[config.mk]
export PLATFORM = sky130hd
export DESIGN_NAME = dpr_pipe_ctrl
export DESIGN_NICKNAME = d
export VERILOG_FILES = /design/src/design/dpr_pkg.sv /design/src/design/dpr_pipe_ctrl.sv
export SDC_FILE = /design/constraint.sdc
export NUM_CORES = 1
export LEC_CHECK = 0
export BUFFER_PORTS_ARGS = -buffer_cell sky130_fd_sc_hd__buf_2
export CORE_AREA = 2 2 39 41
export DETAILED_ROUTE_END_ITERATION = 7
export DIE_AREA = 0 0 41 43
export PLACE_DENSITY = 0.46
export REMOVE_ABC_BUFFERS = 1
export SLEW_MARGIN = 30
export SYNTH_ARGS = -nofsm -noshare
export SYNTH_HDL_FRONTEND = slang
export SYNTH_SLANG_ARGS = --single-unit
[constraint.sdc]
create_clock -name clk -period 2.7 [get_ports clk]
set_input_delay 0.135 -clock clk [delete_from_list [all_inputs] [get_ports clk]]
set_output_delay 0.135 -clock clk [all_outputs]
set_load 0.01 [all_outputs]
[src/design/dpr_pkg.sv]
`timescale 1ns / 1ps
// shared types, constants and helper functions for the bitmap pixel to rgba unit
// no dependencies; imported by every module of the block

package dpr_pkg;

    // pipeline depth: input register, mask scan, run length, reciprocal multiply, correction
    localparam int NUM_STAGES  = 5;
    localparam int CFG_INDEX_W = 3;
    localparam int WORD_W      = 32;
    localparam int CHAN_W      = 8;
    localparam int RUN_W       = 6;
    localparam int K_W         = 3;

    // configuration register indexes
    typedef enum logic [CFG_INDEX_W-1:0] {
        REG_PIXEL_MODE = 3'd0,
        REG_RED_MASK   = 3'd1,
        REG_GREEN_MASK = 3'd2,
        REG_BLUE_MASK  = 3'd3,
        REG_ALPHA_MASK = 3'd4
    } cfg_reg_t;

    // fixed byte order masks, also the reset masks
    localparam logic [WORD_W-1:0] FIXED_RED_MASK   = 32'h00FF_0000;
    localparam logic [WORD_W-1:0] FIXED_GREEN_MASK = 32'h0000_FF00;
    localparam logic [WORD_W-1:0] FIXED_BLUE_MASK  = 32'h0000_00FF;
    localparam logic [WORD_W-1:0] NO_MASK          = 32'h0000_0000;

    localparam logic [CHAN_W-1:0] OPAQUE_ALPHA = 8'hFF;
    localparam logic [CHAN_W-1:0] CHAN_ZERO    = 8'h00;

    // floor((2^32-1) / (2^k-1)) for run widths k = 1..7; the estimate is low by at most one
    localparam logic [WORD_W-1:0] RECIP_TABLE [8] = '{
        32'h0000_0000,
        32'hFFFF_FFFF,
        32'h5555_5555,
        32'h2492_4924,
        32'h1111_1111,
        32'h0842_1084,
        32'h0410_4104,
        32'h0204_0810
    };

    // pipeline load enables, one per stage
    typedef struct packed {
        logic [NUM_STAGES-1:0] load;
    } pipe_ctrl_t;

    // count of trailing zeros, 32 when the word is zero
    function automatic logic [RUN_W-1:0] ctz32(input logic [WORD_W-1:0] x);
        logic [WORD_W-1:0] v;
        logic [RUN_W-1:0]  n;
        v = x;
        n = '0;
        if (v[15:0] == 16'h0000)
        begin
            n = n + 6'd16;
            v = v >> 16;
        end
        if (v[7:0] == 8'h00)
        begin
            n = n + 6'd8;
            v = v >> 8;
        end
        if (v[3:0] == 4'h0)
        begin
            n = n + 6'd4;
            v = v >> 4;
        end
        if (v[1:0] == 2'b00)
        begin
            n = n + 6'd2;
            v = v >> 2;
        end
        if (v[0] == 1'b0)
        begin
            n = n + 6'd1;
        end
        if (x == '0)
        begin
            n = 6'd32;
        end
        return n;
    endfunction

    // divisor 2^k-1 for a narrow run width
    function automatic logic [CHAN_W-1:0] run_divisor(input logic [K_W-1:0] k);
        logic [CHAN_W-1:0] d;
        d = (8'd1 << k) - 8'd1;
        return d;
    endfunction

endpackage

[src/design/dpr_pipe_ctrl.sv]
`timescale 1ns / 1ps
// pipeline control: per-stage valid bits and load enables with bubble collapse
// depends on dpr_pkg

module dpr_pipe_ctrl (
    input  logic                clk,
    input  logic                rst_n,
    input  logic                in_valid,
    input  logic                out_stall,
    output logic                in_stall,
    output logic                out_valid,
    output dpr_pkg::pipe_ctrl_t ctrl
);
    import dpr_pkg::*;

    logic [NUM_STAGES-1:0] valid_reg;
    logic [NUM_STAGES-1:0] valid_next;
    logic [NUM_STAGES-1:0] load;

    // a stage may load when it is empty or its content moves on
    always_comb
    begin
        load[NUM_STAGES-1] = !valid_reg[NUM_STAGES-1] || !out_stall;
        for (int i = NUM_STAGES - 2; i >= 0; i--)
        begin
            load[i] = !valid_reg[i] || load[i+1];
        end
    end

    // valid bits travel with the data
    always_comb
    begin
        valid_next = valid_reg;
        if (load[0])
        begin
            valid_next[0] = in_valid;
        end
        for (int i = 1; i < NUM_STAGES; i++)
        begin
            if (load[i])
            begin
                valid_next[i] = valid_reg[i-1];
            end
        end
    end

    always_ff @(posedge clk or negedge rst_n)
    begin
        if (!rst_n)
        begin
            valid_reg <= '0;
        end
        else
        begin
            valid_reg <= valid_next;
        end
    end

    assign ctrl.load = load;
    assign in_stall  = !load[0];
    assign out_valid = valid_reg[NUM_STAGES-1];

    // input is held off only when every stage holds an item
    a_stall_only_full: assert property (@(posedge clk) disable iff (!rst_n)
        in_stall |-> (&valid_reg))
        else $error("input stalled while the pipeline has a free stage");

    // with a free output the block always takes a transfer
    a_free_flow: assert property (@(posedge clk) disable iff (!rst_n)
        !out_stall |-> !in_stall)
        else $error("input stalled although the output is not stalled");

    // an item in the first stage that may move shows up in the second
    a_advance: assert property (@(posedge clk) disable iff (!rst_n)
        (valid_reg[0] && load[1]) |=> valid_reg[1])
        else $error("item lost between the first and second stage");

endmodule

# After elaboration in Yosys (flattened, before gate mapping)
# Index checks and enable logic that the tools add are counted.
# classes
eq_ne	0
addsub	0
n_mul	0
n_bitwise	0
div_mod_pow	0
n_reduce_logical	12
mux	0
n_shift	0
order_cmp	0
# ops
cell	n
1-bit zero test	7
1-bit logical OR	5
# word_totals
romBits	0
ff_bits	5
wordCells	17
latchBits	0
mem_bits_rw	0
memories	0

# Longest topological paths before layout
# logic_depth
ltp_word	7
mapped_depth	3
ltp_nobuf	2

# Worst setup path after synthesis
# OpenSTA, ideal clock, no wires.
# synth_path
path_type	reg2out
from	register valid_reg[4]
to	output port in_stall
arrival_time_ns	0.929
required_time_ns	2.565
path_stages_with_launch	4
setup_slack_ns	1.636
cell_sequence	dfrtp_1 and4_4 buf_6 and3_1
# synth_via
elab_chain_cells	7
# synth_lines
element	line_no	rtl
start: declaration	dpr_pipe_ctrl.sv:16	logic [NUM_STAGES-1:0] valid_reg;
start signal: assignment	dpr_pipe_ctrl.sv:55	valid_reg <= valid_next;
1-bit zero test	dpr_pipe_ctrl.sv:23	load[NUM_STAGES-1] = !valid_reg[NUM_STAGES-1] || !out_stall;
1-bit logical OR	dpr_pipe_ctrl.sv:23	
1-bit logical OR (4 in series)	dpr_pipe_ctrl.sv:26	load[i] = !valid_reg[i] || load[i+1];
1-bit zero test	dpr_pipe_ctrl.sv:60	assign in_stall = !load[0];
end: declaration	dpr_pipe_ctrl.sv:10	output logic in_stall,
# Every way passes these cells.

# Final worst setup path
# Ends and elaborated chain as after synthesis.

==> reports/qor.csv <==
stage;metric;value;unit
detailed_routing;ant_nets;0;
logic_synthesis;synth-seq-cells;5;
sta;finalSetupViolCount;0;
cts;clk_path_buf_depth;2;
die;die_area;1760;um2
power_and_ir_drop;powerDensity;707;nW/um2
layout;area_growth;45.2;%
placed_design;dp_hpwl;300;um
detailed_routing;first_pass_iters;2;
power_and_ir_drop;fin_total_pwr;0.216;mW
cts;root_buffer;clkbuf_4;
die;initial_utilization;0.152;
sta;slew_violations;0;
critical_path;cp.buffers_inverters;1;
grt;grt_start_max_net_pins;8;
critical_path;critPathMaxStageDelay;380;ps
placed_design;portBuffers;10;
sta;slew-limit-headroom;0.886;
placed_design;place_inst;43;
layout;final_net_count;37;
critical_path;end_kind;output port;
layout;diodes;0;
die;rows;14;
sta;max_freq;768;MHz
sta;fin_crit_sh;0.483;
die;io_pins;11;
critical_path;cp.arrival;1170;ps
layout;final_layout_size_suffix_gt1_frac;0.438;
logic_synthesis;synthCells;18;
critical_path;critical_path.max_fanout;7;
cts;cts_buffers;3;
layout;final_common_cell;buf_2;
job;cap_violations;0;
critical_path;setup.worst_path.class;reg -> out;
layout;final_cell_mix;buf_2 (10), dfrtp_1 (5), clkbuf_4 (3);
sta;timing.final.crit_period;1300;ps
sta;rsz0062_at_grt;false;
grt;globalRoute.totalOverflow;0;
sta;tightest_slew;171;ps
cts;cts_tree;yes;
placed_design;gp_congestion;0.614;
cts;htreeDepth;1;
grt;grt_pass1_wl;786;um
placed_design;placed_area;269;um2
critical_path;start_kind;flop;
sta;tns;0;ps
layout;stdcell_area;305;um2
logic_synthesis;yosysSeqAreaShare;0.595;
critical_path;slowest_stage;dfrtp_1;
die;die-width;41;um
critical_path;required;2570;ps
power_and_ir_drop;peakVddDrop;0.251;mV
detailed_routing;wl_per_cell;8.83;um
cts;clk_pin_slew;40;ps
outcome;outcome;finished clean;
cts;clock_latency;240;ps
sta;hold_viol_final;0;
logic_synthesis;yosysWarnings;0;
detailed_routing;drc;0;
sta;holdWs;87.5;ps
grt;grt_pass1_vias;199;
layout;largest_reg_flops;5;
worst_hold_path;hold_class;in -> reg;
sta;finClkSkew;0.398;ps
grt;grt_use_total;0.0737;
power_and_ir_drop;leakage;0.143;nW
die;dieHeight;43;um
detailed_routing;wl;424;um
critical_path;path_cells;and4_4, and3_1, buf_2;
detailed_routing;drt-initial-drc-count;4;
placed_design;dp_slack;1660;ps
detailed_routing;routed_via_density;3.69;
logic_synthesis;postSynthAreaPerCell;11.7;um2
cts;clock_sinks;5;
sta;setup_slack;1400;ps
logic_synthesis;ys_types;11;
layout;instances_no_fill;48;
grt;grt_antenna_before_repair;0;
layout;fin_util;0.221;
critical_path;crit_family;simple AND/OR/NAND/NOR gates;
cts;cts_resized;0;
logic_synthesis;syn-cell-area;210;um2
die;coreArea;1380;um2
detailed_routing;vias;177;
-- metal layers --
metal / global-route usage / share of wire / up-vias
met5: 0 / 0 / -
met3: 0.0785 / 0.17 / 0
met4: 0.0400 / 0 / 0
li1: - / - / 88
met2: 0.0906 / 0.37 / 13
met1: 0.0754 / 0.46 / 76
-- synth_stat cells --
master    count  share of area
buf_6         1          0.054
nand2_1       2          0.036
nand2b_1      2          0.060
and4_4        1          0.054
or2_1         1          0.030
a21o_1        1          0.036
nand3_1       2          0.048
and3_1        1          0.030
inv_1         1          0.018
a31o_1        1          0.042
dfrtp_1       5           0.60
-- timing repair --
item,4_1_cts,5_1_grt
hold buffers,1,0
endpoints found under the hold margin,5,0
buffers inserted,0,0
endpoints found under the setup margin,0,0
-- area by class of cell --
type,count,area (um2)
fill,153,1080
sequential,5,125
multi-input combinational,11,70.1
timing repair buffer,11,60.1
clock buffer,4,26.3
tap,16,20.0
inverter,1,3.75
-- cell families (layout without fill, tap and decap cells) --
| kind of cell | count (synthesis) | count (layout) | share of synthesized area |
|---|---|---|---|
| and+or+nand+nor | 9 | 9 | 0.256 |
| DFF | 5 | 5 | 0.595 |
| buffers and inverters | 2 | 16 | 0.0714 |
| AOI/OAI and AO/OA | 2 | 2 | 0.0774 |
-- path summary, 6_finish.rpt --
path | from | end | slack [ps] | depth (start not counted)
setup / recovery | valid_reg[4] | in_stall | 1400 | 3
min in group asynchronous | rst_n | valid_reg[1] | 240 | 2
hold reg to reg | valid_reg[2] | valid_reg[3] | 470 | 1
max in group asynchronous | rst_n | valid_reg[4] | 2340 | 2
setup reg to reg | valid_reg[4] | valid_reg[0] | 1770 | 2
hold / removal | in_valid | valid_reg[0] | 90 | 2
-- power breakdown --
group          internal [mW]  switching (mW)  total, mW
clock network         0.0558          0.0294     0.0852
logic                 0.0199          0.0195     0.0394
registers             0.0839         0.00747     0.0914
(Power assumes the default switching activity.)
