**src/design/dpr_pkg.sv**
```systemverilog
`timescale 1ns / 1ps
// shared types, constants and helper functions for the bitmap pixel to rgba unit
// no dependencies; imported by every module of the block

package dpr_pkg;

    // pipeline depth: input register, mask scan, run length, reciprocal multiply, correction
    localparam int NUM_STAGES  = 5;
    localparam int CFG_INDEX_W = 3;
    localparam int WORD_W      = 32;
    localparam int CHAN_W      = 8;
    localparam int RUN_W       = 6;
    localparam int K_W         = 3;

    // configuration register indexes
    typedef enum logic [CFG_INDEX_W-1:0] {
        REG_PIXEL_MODE = 3'd0,
        REG_RED_MASK   = 3'd1,
        REG_GREEN_MASK = 3'd2,
        REG_BLUE_MASK  = 3'd3,
        REG_ALPHA_MASK = 3'd4
    } cfg_reg_t;

    // fixed byte order masks, also the reset masks
    localparam logic [WORD_W-1:0] FIXED_RED_MASK   = 32'h00FF_0000;
    localparam logic [WORD_W-1:0] FIXED_GREEN_MASK = 32'h0000_FF00;
    localparam logic [WORD_W-1:0] FIXED_BLUE_MASK  = 32'h0000_00FF;
    localparam logic [WORD_W-1:0] NO_MASK          = 32'h0000_0000;

    localparam logic [CHAN_W-1:0] OPAQUE_ALPHA = 8'hFF;
    localparam logic [CHAN_W-1:0] CHAN_ZERO    = 8'h00;

    // floor((2^32-1) / (2^k-1)) for run widths k = 1..7; the estimate is low by at most one
    localparam logic [WORD_W-1:0] RECIP_TABLE [8] = '{
        32'h0000_0000,
        32'hFFFF_FFFF,
        32'h5555_5555,
        32'h2492_4924,
        32'h1111_1111,
        32'h0842_1084,
        32'h0410_4104,
        32'h0204_0810
    };

    // pipeline load enables, one per stage
    typedef struct packed {
        logic [NUM_STAGES-1:0] load;
    } pipe_ctrl_t;

    // count of trailing zeros, 32 when the word is zero
    function automatic logic [RUN_W-1:0] ctz32(input logic [WORD_W-1:0] x);
        logic [WORD_W-1:0] v;
        logic [RUN_W-1:0]  n;
        v = x;
        n = '0;
        if (v[15:0] == 16'h0000)
        begin
            n = n + 6'd16;
            v = v >> 16;
        end
        if (v[7:0] == 8'h00)
        begin
            n = n + 6'd8;
            v = v >> 8;
        end
        if (v[3:0] == 4'h0)
        begin
            n = n + 6'd4;
            v = v >> 4;
        end
        if (v[1:0] == 2'b00)
        begin
            n = n + 6'd2;
            v = v >> 2;
        end
        if (v[0] == 1'b0)
        begin
            n = n + 6'd1;
        end
        if (x == '0)
        begin
            n = 6'd32;
        end
        return n;
    endfunction

    // divisor 2^k-1 for a narrow run width
    function automatic logic [CHAN_W-1:0] run_divisor(input logic [K_W-1:0] k);
        logic [CHAN_W-1:0] d;
        d = (8'd1 << k) - 8'd1;
        return d;
    endfunction

endpackage

```
**src/design/dpr_chan_unit.sv**
```systemverilog
`timescale 1ns / 1ps
// one color channel: mask scan, run length, scaling by 255/(2^k-1) and correction
// depends on dpr_pkg; stage load enables come from dpr_pipe_ctrl

module dpr_chan_unit (
    input  logic                        clk,
    input  dpr_pkg::pipe_ctrl_t         ctrl,
    input  logic [dpr_pkg::WORD_W-1:0]  pixel,
    input  logic [dpr_pkg::WORD_W-1:0]  mask,
    input  logic [dpr_pkg::CHAN_W-1:0]  fill_value,
    output logic [dpr_pkg::CHAN_W-1:0]  chan
);
    import dpr_pkg::*;

    // stage 2: shifted mask and value
    logic [WORD_W-1:0] s2_smask_reg, s2_smask_next;
    logic [WORD_W-1:0] s2_val_reg, s2_val_next;
    logic              s2_zero_reg, s2_zero_next;
    logic [RUN_W-1:0]  pos;

    // stage 3: direct byte or value times 255
    logic [CHAN_W-1:0] s3_byte_reg, s3_byte_next;
    logic              s3_direct_reg, s3_direct_next;
    logic [WORD_W-1:0] s3_x_reg, s3_x_next;
    logic [K_W-1:0]    s3_k_reg, s3_k_next;
    logic [RUN_W-1:0]  run;
    logic [4:0]        shamt;
    logic [WORD_W-1:0] wide_val;

    // stage 4: quotient estimate
    logic [CHAN_W-1:0] s4_byte_reg, s4_byte_next;
    logic              s4_direct_reg, s4_direct_next;
    logic [CHAN_W-1:0] s4_q_reg, s4_q_next;
    logic [CHAN_W-1:0] s4_x_reg, s4_x_next;
    logic [K_W-1:0]    s4_k_reg, s4_k_next;
    logic [2*WORD_W-1:0] prod;

    // stage 5: output byte
    logic [CHAN_W-1:0] chan_reg, chan_next;
    logic [CHAN_W-1:0] div;
    logic [CHAN_W-1:0] rem;
    logic [CHAN_W-1:0] qd;

    // lowest set bit of the mask and the value moved down to it
    always_comb
    begin
        pos           = ctz32(mask);
        s2_smask_next = mask >> pos[4:0];
        s2_val_next   = (pixel & mask) >> pos[4:0];
        s2_zero_next  = (mask == '0);
    end

    // run of ones, wide runs take the top eight bits, narrow runs get times 255
    always_comb
    begin
        run            = ctz32(~s2_smask_reg);
        shamt          = 5'(run - 6'd8);
        wide_val       = s2_val_reg >> shamt;
        s3_x_next      = (s2_val_reg << 8) - s2_val_reg;
        s3_k_next      = run[K_W-1:0];
        s3_byte_next   = wide_val[CHAN_W-1:0];
        s3_direct_next = 1'b1;
        if (s2_zero_reg)
        begin
            s3_byte_next = fill_value;
        end
        else if (run < 6'd8)
        begin
            s3_direct_next = 1'b0;
        end
    end

    // reciprocal multiply, keep the low byte of the high word
    always_comb
    begin
        prod           = 64'(s3_x_reg) * 64'(RECIP_TABLE[s3_k_reg]);
        s4_q_next      = prod[WORD_W+CHAN_W-1:WORD_W];
        s4_x_next      = s3_x_reg[CHAN_W-1:0];
        s4_k_next      = s3_k_reg;
        s4_byte_next   = s3_byte_reg;
        s4_direct_next = s3_direct_reg;
    end

    // remainder stays below twice the divisor, so its low byte is exact
    always_comb
    begin
        div = run_divisor(s4_k_reg);
        qd  = 8'(s4_q_reg * div);
        rem = s4_x_reg - qd;
        if (s4_direct_reg)
        begin
            chan_next = s4_byte_reg;
        end
        else if (rem >= div)
        begin
            chan_next = s4_q_reg + 8'd1;
        end
        else
        begin
            chan_next = s4_q_reg;
        end
    end

    always_ff @(posedge clk)
    begin
        if (ctrl.load[1])
        begin
            s2_smask_reg <= s2_smask_next;
            s2_val_reg   <= s2_val_next;
            s2_zero_reg  <= s2_zero_next;
        end
        if (ctrl.load[2])
        begin
            s3_byte_reg   <= s3_byte_next;
            s3_direct_reg <= s3_direct_next;
            s3_x_reg      <= s3_x_next;
            s3_k_reg      <= s3_k_next;
        end
        if (ctrl.load[3])
        begin
            s4_byte_reg   <= s4_byte_next;
            s4_direct_reg <= s4_direct_next;
            s4_q_reg      <= s4_q_next;
            s4_x_reg      <= s4_x_next;
            s4_k_reg      <= s4_k_next;
        end
        if (ctrl.load[4])
        begin
            chan_reg <= chan_next;
        end
    end

    assign chan = chan_reg;

endmodule

```
**config.mk**
```make
export PLATFORM = sky130hd
export DESIGN_NAME = dpr_chan_unit
export DESIGN_NICKNAME = d
export VERILOG_FILES = /design/src/design/dpr_pkg.sv /design/src/design/dpr_chan_unit.sv
export SDC_FILE = /design/constraint.sdc
export NUM_CORES = 2
export LEC_CHECK = 0
export ABC_CLOCK_PERIOD_IN_PS = 8000
export BUFFER_PORTS_ARGS = -buffer_cell sky130_fd_sc_hd__buf_2
export CAP_MARGIN = 20
export CORE_MARGIN = 2
export CORE_UTILIZATION = 58
export DETAILED_ROUTE_END_ITERATION = 10
export PLACE_DENSITY_LB_ADDON = 0.2
export SLEW_MARGIN = 10
export SYNTH_ARGS = -nofsm -noshare
export SYNTH_HDL_FRONTEND = slang
export SYNTH_SLANG_ARGS = --single-unit
```
**constraint.sdc**
```tcl
create_clock -name clk -period 8 [get_ports clk]
set_input_delay 0.4 -clock clk [delete_from_list [all_inputs] [get_ports clk]]
set_output_delay 0.4 -clock clk [all_outputs]
set_load 0.005 [all_outputs]
```
Word level (Yosys, flattened, before mapping)
Memories as Yosys holds them, arrays and structs flattened.
Index checks and enable logic that the tools add are counted.

cells by class
  equal/unequal tests = 0
  $add $sub $neg = 13
  multiply operators = 2
  magnitude comparators = 3
  shift-type cells = 4
  bitwise gates (word level) = 3
  reduce and logical (&&, ||, !) cells = 10
  mux-type cells = 26
  div/mod/pow operators = 0

operators with widths
  operator                                                            count
  32-bit zero test                                                    2
  32-bit 2-to-1 mux                                                   2
  32-bit by 5-bit right shift with 32-bit output                      2
  32-bit by 32-bit multiplier with 40-bit output                      1
  5-bit 2-to-1 mux                                                    7
  32-bit bitwise AND                                                  1
  16-bit zero test                                                    2
  32-bit inverter                                                     1
  32-bit by 5-bit right shift with 8-bit output                       1
  32-bit subtractor                                                   1
  15-bit 2-to-1 mux                                                   2
  6-bit 2-to-1 mux                                                    5
  8-bit 2-to-1 mux                                                    3
  8-bit zero test                                                     2
  7-bit 2-to-1 mux                                                    2
  8-bit by 1-bit adder with 8-bit output, second input constant       1
  8-bit greater-or-equal comparator                                   1
  4-bit zero test                                                     2
  8-bit by 8-bit multiplier with 8-bit output                         1
  1-bit by 3-bit << shifter with 8-bit output, first input constant   1
  8-bit by 1-bit subtractor with 8-bit output, second input constant  1
  8-bit subtractor                                                    1
  6-bit by 1-bit adder with 6-bit output, second input constant       1
  6-bit by 2-bit adder with 6-bit output, second input constant       1
  other kinds (13)                                                    17

word-level totals
  word-level logic and storage cells = 75
  RAM bits = 0
  memories kept = 1
  output and inout bits = 8
  bits in latches = 0
  flip-flop bits (word level) = 145
  bits in read-only memories = 256
  bits of input ports = 78

memory list
  memory            words  width  rd ports  clocked after memory_dff  wr ports  line                 source
  (name not given)  8      32     1         0                         0         dpr_chan_unit.sv:76  prod = 64'(s3_x_reg) * 64'(RECIP_TABLE[s3_k_reg]);

Logic depth before layout (Yosys ltp)
  depth after elaboration = 15
  mapped depth = 36
  depth with buffers taken out = 35

Worst setup path after synthesis
No wires, ideal clock.

  kind = register -> register
  from = reg s3_k_reg[0]
  to = reg s4_q_reg[7] (data pin)
  stages on the path, launching flop included = 34
  setup time = 0.260 ns
  path buffers = 1
  clock period less this slack = 8.354 ns
  data required time = 7.740 ns
  path slack = -0.354 ns
  arrival time = 8.094 ns
  path through = edfxtp_1 inv_1 ha_1 inv_1 nor2_1 a21o_1 clkbuf_1 nand2_1 nor2_1 nor2_1 ha_1 or2_2 fa_1 inv_1 fa_1 fa_1 fa_1 inv_1 fa_1 fa_1 fa_1 ha_1 a21oi_1 o22ai_1 o21ai_0 nand2b_1 a21oi_1 o21ai_0 nor4_1 or4b_2 o21ai_0 a21o_1 a21oi_1 xnor2_1

on the way
  longest elaborated chain between the ends = 5

RTL lines
  item                                                    line                  source
  start, declared                                         dpr_chan_unit.sv:25   logic [K_W-1:0] s3_k_reg, s3_k_next;
  start signal, assigned                                  dpr_chan_unit.sv:117  s3_k_reg <= s3_k_next;
  3-bit inverter with 4-bit output (implied by the code)  dpr_chan_unit.sv:76
  memory read 8 x 32 bit                                  -
  32-bit 2-to-1 mux (implied by the code) (2 in a row)    dpr_chan_unit.sv:76
  32-bit by 32-bit multiplier with 40-bit output          dpr_chan_unit.sv:76
  via prod[39]                                            dpr_chan_unit.sv:36   logic [2*WORD_W-1:0] prod;
  end signal, assigned                                    dpr_chan_unit.sv:123  s4_q_reg <= s4_q_next;
  end, declared                                           dpr_chan_unit.sv:33   logic [CHAN_W-1:0] s4_q_reg, s4_q_next;

The timed path passes the listed nets, and every way through them passes these cells. The select of a mux whose other input is x is not followed.
A chain may end at the register's enable or synchronous reset.

Final worst setup path
Same ends and word-level chain as after synthesis.

==> flow_summary_export.csv <==
group,metric,value,unit
clock_network,path_clk_slew,0.07,ns
global_route,overflow,0,
hold_path,hold_path.class,"in -> reg",
clock_network,cts_tree,"built",
sta,layout_min_cycle_time,8.22,ns
place,routabilityCongestion,1.06,
final_layout,final_nets,4776,
sta,slew_violations,0,
worst_setup_path,end_kind,"flop",
synthesis,synth_top_flop_cell,"edfxtp_1",
synthesis,ys_types,96,
synthesis,ys_ff_latch,145,
sta,fmaxAchievable,0.122,GHz
final_layout,stdcell_area,37800,um2
hold_path,hold_depth,3,
worst_setup_path,regToRegStartpoint,"s3_k_reg[0]",
global_route,grt_usage,39.0,%
clock_network,h-tree-depth,4,
sta,period_share,103,%
sta,rsz0062_at_grt,"true",
place,place_area,36100,um2
die,die_area,58500,um2
final_layout,area_growth,15.1,%
sta,finalSetupViolations,5,
detailed_routing,ant_nets,0,
worst_setup_path,crit_path_start_kind,"flop",
clock_network,ctsHoldBuffers,0,
worst_setup_path,arrival,8.40,ns
hold_path,hp-start,"fill_value[4]",
sta,holdWs,0.299,ns
die,dieWidth,242,um
synthesis,synth_edf_count,145,
worst_setup_path,regToRegSetupSlack,-0.22,ns
worst_setup_path,path_max_fanout,6,
synthesis,ys_warn_count,0,
synthesis,yosysSeqAreaShare,13.3,%
hold_path,hold_path_end,"s3_byte_reg[4]",
worst_setup_path,rr_endpoint,"s4_q_reg[7]",
job,cap_violations,0,
global_route,grt_first_pass_wirelength,171000,um
detailed_routing,wl_per_cell,24.4,um
detailed_routing,drt-initial-drc-count,2864,
synthesis,syn_inst,3566,
synthesis,synth.area.top_cells,"fa_1 (37%), edfxtp_1 (13%), ha_1 (9.1%), inv_1 (8.4%), nand2_1 (4.6%)",
worst_setup_path,path_class,"reg -> reg",
clock_network,clockBufferDepth,2,
final_layout,layout-drive-gt1-share,17.4,%
die,start_util,58.5,%
detailed_routing,wirelength,113000,um
die,die_height,242,um
sta,finalHoldViolCount,0,
sta,relSlewSlack,30.8,%
place,pre_cts_ws,-0.516,ns
worst_setup_path,crit_path_top_delay_cell,"fa_1",
detailed_routing,post-route-drc-count,0,
place,io_buffers,84,
detailed_routing,first_pass_iters,6,
worst_setup_path,worstPathRequired,8.17,ns
synthesis,syn_nets,4481,
outcome,violations,"negative setup slack",
synthesis,synthesis.area_per_instance,9.21,um2
sta,tightest_slew,1.04,ns
sta,final.setup.tns,-0.621,ns
outcome,status,"complete, but fails checks",
global_route,grt_max_degree,76,
synthesis,synth_top_area_share,36.5,%
clock_network,clockRootBuffer,"clkbuf_16",
global_route,grt_pass1_vias,27900,
synthesis,async_flop_share,0,%
clock_network,worstSkewPairLatency,0.43,ns
final_layout,nFillCells,4637,
worst_setup_path,reg2reg_depth,32,
clock_network,cts_made_buffers,17,
worst_setup_path,crit_path_max_incr_delay,0.56,ns
synthesis,netlist_area,32800,um2
die,ioPinCount,86,
sta,fin_skew,0.0131,ns
die,core-area,56200,um2
place,dp_hpwl,96000,um
detailed_routing,num_vias,27100,
clock_network,clock_sinks,145,
synthesis,synth_area_leader_cell,"fa_1",
global_route,antenna_found_initial,3,
sta,setup_slack,-0.225,ns
die,placement_rows,87,
detailed_routing,vias_per_cell,5.86,
worst_setup_path,crit_top_cell,"fa_1",
-- synth_stat cells, drive strengths merged (15+ instances only) --
master  instances
mux2i          97
nand2         400
inv           739
nor2b          30
nor2          154
nand3          46
o21ai         113
nand2b         21
a211oi         22
nor3           33
a21o           33
o211ai         21
clkbuf        110
buf            45
edfxtp        145
a21oi         173
xor2           26
xnor2          93
and3           15
ha            238
a31oi          20
fa            599
and2          201
mux2           22
or2            20
-- metrics by stage --
stage | std cells | utilization, %
floorplan | 3566 | -
global placement | 4565 | 64.3
detailed placement | 4565 | 64.3
CTS | 4622 | 66.5
global route | 4630 | 67.3
finish | 4631 | 67.3
-- how the worst max path moves through the flow --
stage | start | endpoint | slack, ns | depth (start not counted)
after global routing | s3_k_reg[0] | s4_q_reg[7] | -0.36 | 32
after global placement | s3_k_reg[1] | s4_q_reg[7] | -0.38 | 30
after detailed placement | s3_k_reg[1] | s4_q_reg[7] | -0.52 | 33
after CTS | s3_k_reg[0] | s4_q_reg[7] | -0.08 | 29
after floorplan | s3_k_reg[0] | s4_q_reg[7] | 0.01 | 31
final | s3_k_reg[0] | s4_q_reg[7] | -0.22 | 32
-- cells in the final DEF (no fill, tap or decap), drive strengths merged, types with 21 or more instances in the layout --
cell,instances
a21o,33
o21ai,113
nor2b,30
o211ai,21
fa,599
nand3,46
nand2,400
edfxtp,145
inv,743
nor2,154
mux2,22
and2,201
a211oi,22
nand2b,21
nor3,33
xor2,26
a21oi,173
mux2i,97
buf,429
ha,238
xnor2,93
-- layout make-up --
cell class	instances	area, um2	area share, %
Clock inverter	14	155	0.411
Timing Repair Buffer	431	3470	9.18
Antenna cell	1	2.50	0.00662
Clock buffer	18	429	1.14
Tap cell	756	946	2.50
Multi-Input combinational cell	2527	25700	67.9
Inverter	739	2770	7.34
Sequential cell	145	4350	11.5
-- timing repair --
| action | in CTS | in global routing |
|---|---|---|
| setup endpoints to repair | 7 | 7 |
| cloned | 3 | 1 |
| buffers inserted | 24 | 7 |
| resized for setup | 110 | 75 |
| pin swaps | 72 | 40 |
-- layer usage --
layer	vias up	share of wire [%]	global-route usage (%)
met5	-	0.011	0
met4	2	4.3	13.4
met3	259	10	7.23
met2	1426	44	59.3
met1	13600	41	56.5
li1	11900	-	-
-- critical path: cells and delay by family, from the launching register on --
| family | cells | cell delay, ns |
|---|---|---|
| AOI/OAI and AO/OA | 8 | 0.99 |
| xor gates and xnor gates | 1 | 0.13 |
| adders and majority gates | 10 | 4.50 |
| buffers and inverters | 8 | 0.84 |
| DFF | 1 | 0.41 |
| and+or+nand+nor | 5 | 1.05 |
-- logic make-up after synthesis --
kind of cell | after synthesis | share of synthesized area [%]
AND/OR/NAND/NOR | 957 | 14.1
buffers and inverters | 894 | 10.6
adder cells (fa/ha/maj) | 837 | 45.6
AO/OA/AOI/OAI | 494 | 9.60
flip-flops | 145 | 13.3
XOR/XNOR | 119 | 3.17
multiplexers | 119 | 3.73
other | 1 | 0.0114
Power is left out: the tool's default activity adds up to more than one toggle a clock period on the data nets, which glitch-free logic cannot reach.
